File: src/sld_ram.sv
// Generic single-clock RAM: one write port, one read port, registered read.
// No dependencies.

module sld_ram #(
    parameter int WIDTH = 8,
    parameter int DEPTH = 256
) (
    input  logic                     clk,
    input  logic                     we,
    input  logic [$clog2(DEPTH)-1:0] waddr,
    input  logic [WIDTH-1:0]         wdata,
    input  logic                     re,
    input  logic [$clog2(DEPTH)-1:0] raddr,
    output logic [WIDTH-1:0]         rdata
);

    logic [WIDTH-1:0] mem [DEPTH];

    always_ff @(posedge clk)
    begin
        if (we)
            mem[waddr] <= wdata;
        if (re)
            rdata <= mem[raddr];
    end

endmodule

File: config.mk
export PLATFORM = sky130hd
export DESIGN_NAME = sld_ram
export DESIGN_NICKNAME = d
export VERILOG_FILES = /design/src/sld_ram.sv
export SDC_FILE = /design/constraint.sdc
export NUM_CORES = 2
export LEC_CHECK = 0
export ABC_CLOCK_PERIOD_IN_PS = 5600
export BUFFER_PORTS_ARGS = -buffer_cell sky130_fd_sc_hd__buf_2
export CELL_PAD_IN_SITES_DETAIL_PLACEMENT = 0
export CELL_PAD_IN_SITES_GLOBAL_PLACEMENT = 1
export CORE_MARGIN = 2
export CORE_UTILIZATION = 45
export DETAILED_ROUTE_END_ITERATION = 6
export PLACE_DENSITY = 0.7
export SLEW_MARGIN = 40
export SYNTH_ARGS = -nofsm -noshare
export SYNTH_HDL_FRONTEND = slang
export SYNTH_SLANG_ARGS = --single-unit
export TNS_END_PERCENT = 10
File: constraint.sdc
create_clock -name clk -period 5.6 [get_ports clk]
set_clock_uncertainty 0.15 [all_clocks]
set_input_delay 0 -clock clk [delete_from_list [all_inputs] [get_ports clk]]
set_output_delay 0 -clock clk [all_outputs]
set_load 0.01 [all_outputs]
* Word level (Yosys, flattened, before mapping)
Memories as Yosys holds them, arrays and structs flattened. A register that Yosys moved wholly into a read port is not among the register bits.
Cells that the tools add are included.
** Word-level totals
- Register bits :: 0
- Bits in writable memories :: 2048
- Output and inout port bits :: 8
- Word-level logic and storage cells :: 3
- Memories :: 1
** Operators by class
- Multiplexer cells :: 2
** Memory list
- mem :: words 256, width 8, read ports 1, clocked after Yosys merged registers in 1, wr ports 1, line 17 : logic [WIDTH-1:0] mem [DEPTH];
** Operator list (count)
- $mux W1 :: 2

* Depth between registers and ports, before layout
- Word-level depth :: 2
- Depth in mapped cells :: 11
- Depth with buffers taken out :: 6

* Worst setup path after synthesis
Ideal clock, no wire load.
- Path type :: input-to-reg
- From :: in raddr[0]
- To :: reg rdata[2], read port of mem (data pin)
- Setup time :: 0.269 ns
- Arrival time :: 1.807 ns
- Slack :: 3.374 ns
- Stages on the path :: 9
- Path through :: buf_6 -> buf_12 -> buf_8 -> buf_2 -> mux4_2 -> a22oi_1 -> a21oi_1 -> nor4_1 -> nor4_2
** RTL lines
- from (decl) :: line 13 : input logic [$clog2(DEPTH)-1:0] raddr,
- to (decl) :: line 14 : output logic [WIDTH-1:0] rdata

==> out/results.txt <==
first drt pass iteration count = 5
Post-CTS Setup Inserts = 0
total gr overflow = 0
final setup fails = 0
highest routed layer = met5
clk buf depth = 3
clk_lat worst skew = 0.85 ns
All-Layer GR Usage = 21.93%
post-synth top area cell = edfxtp_1
Fin Setup TNS = 0 ns
Synth Net Count = 3760
Max Cap Viol = 0
Initial Utilization = 45.27%
DR vias = 38510
top cell type's share of synthesized area = 77.53%
Inst Count DP = 5960
nets@finish = 3885
Setup CP Type = flop to flop
RSZ-0062 raised after global routing = no
post-layout min period = 3.003 ns
routed wl met2 = 96.27 mm
Logic pwr share = 4.9%
CTS root buf = clkbuf_16
most frequent cells in the layout = edfxtp_1 (2056), mux4_2 (454), clkbuf_16 (207), nor2_1 (152), mux2i_1 (134)
Detail Route met3 WL = 15.62 mm
# DRC = 0
cts repair resizes = 0
leak pwr = 27.12 nW
switching power total = 6.729 mW
Clk network pwr share = 40.9%
total CTS buffers = 204
Final Max Slew Viols = 0
dpl cell area = 82450 sq um
Area Overhead vs Synth = 12.19%
Core Region = 175900 sq um
ranking of synthesized cells by area = edfxtp_1 (78%), mux4_2 (13%), mux2i_1 (1.7%)
pwr dens = 351.0 nW/um^2
Distinct cells, synth = 54
# hold bufs at CTS = 20
DP Wirelength = 119.6 mm
post-route ant nets = 0
maximum vdd ir drop = 0.0003271 V
Ys Warns = 0
HP Class = primary input to flop
Post-Syn Area = 79640 sq um
Main synth FF type = edfxtp_1
Mapped Cells = 3733
drt first-iter violations = 4754
Hold Fails Final Rpt = 0
# clock sinks = 2056
sequential share of power = 54.2%
critical path required time = 6.01 ns
Async S/R FF share, synth = 0%
Switching Share = 21.46%
crit-path max FO = 1
fin crit share = 53.63%
f_max = 332.9 MHz
via/cell ratio = 6.057
initial antenna violation count = 14
first-pass GRT wire length = 283.6 mm
die height = 424.7 um
min setup slack post-route = 2.597 ns
status = finished clean
CP Capture Type = flop
fin cells = 6358
WHS = 0.01181 ns
Post-synth EDFFs = 2056
IO Count = 35
layout cells sized above 1 = 25.24%
site row count = 154
most common cell after layout, fill and taps aside = edfxtp_1
Seq/Total Area, Yosys = 77.53%
Post-Place Worst Slack = 1.985 ns
largest net degree at the start of global routing = 197
P_int = 24.63 mW
startpoint types = flop
Yosys reg bits = 2056
syn avg cell area = 21.33 sq um
CTS tree = yes
Port Buffers = 34
# H-tree levels = 4
Max-slew headroom = 37.62%
placer congestion estimate = 0.8530
die footprint = 180300 sq um
Worst-Margin Slew = 0.9285 ns
met1 wire length = 79.42 mm
Die Wd = 424.7 um
WL final = 197.8 mm
clock transition at the registers of the reported paths = 0.06 ns
cell area after layout = 89340 sq um
number of global-route vias before repair = 38710
worst path arrival time = 3.41 ns
Wirelength per Cell = 31.11 um
==> area by class of cell <==
class	count	area, sq um
fillers	13790	86580
flip-flops and latches	2056	61740
multi-input cells	1442	16940
clock buffers	262	5386
well taps	2340	2928
repair buffers	152	1550
clock inverters	100	785.8
diodes	4	10.01
inverters	2	7.507
==> synthesized netlist by cell type, types with 3 or more instances <==
master,instances
nor2b_1,31
buf_8,13
a221oi_1,13
nand4_1,10
buf_4,27
a22o_1,8
buf_6,21
buf_12,8
nand3_1,34
buf_1,22
or2_2,4
nor2_1,282
buf_2,31
o221ai_1,46
nand2_1,33
o22a_1,5
edfxtp_1,2056
o211ai_1,10
nor4_2,3
nand2b_1,8
mux2i_1,134
nor4_1,24
clkbuf_1,111
a211oi_1,16
mux4_2,454
and2_1,6
a22oi_1,133
nor3_1,22
a21oi_1,96
o32ai_1,4
o21ai_0,10
o22ai_1,28
==> cells by family after synthesis <==
kind of cell           synth area share (%)
muxes                                 14.60
AOI/OAI and AO/OA                     3.416
and+or+nand+nor                       2.625
buffers and inverters                 1.829
DFF                                   77.53
==> flip-flops by register name, summed over array words and instances (netlist names) <==
name and count:
rdata 8, mem 2048
==> worst paths after layout <==
path | depth (start not counted) | end | from | slack, ns
max | 6 | rdata[4] | mem[72][4] | 2.60
max reg2reg | 6 | rdata[4] | mem[72][4] | 2.60
min reg2reg | 6 | rdata[3] | mem[40][3] | 0.97
min | 3 | mem[51][6] | waddr[5] | 0.01
==> metal layers <==
layer / GRT usage [%] / vias to the layer above
li1: - / 15960
met1: 30.55 / 20600
met2: 35.48 / 1611
met3: 4.041 / 331
met4: 6.512 / 4
met5: 0 / -
==> worst max-delay path, stage by stage (launching register included) <==
cell      delay, ns
edfxtp_1       0.36
mux4_2         0.45
nor2b_1        0.16
a211oi_1       0.69
nor2_1         0.16
nor4_2         0.62
nor4_1         0.14
==> power by group through the flow <==
stage,Clock (mW),Combinational (mW),Sequential [mW]
2_1_floorplan,0,0.824,17.3
3_3_place_gp,0,1.49,17.3
3_5_place_dp,0,1.52,17.3
4_1_cts,13.0,1.53,17.0
5_1_grt,13.6,1.63,17.0
6_report,12.8,1.55,17.0
==> metrics by stage <==
step	util (%)	power, mW
finish	50.79	31.36
global placement	46.74	18.82
detailed placement	46.87	18.85
CTS	50.49	31.51
global route	50.78	32.19
floorplan	-	18.14
Power figures use the tool's default switching activity.
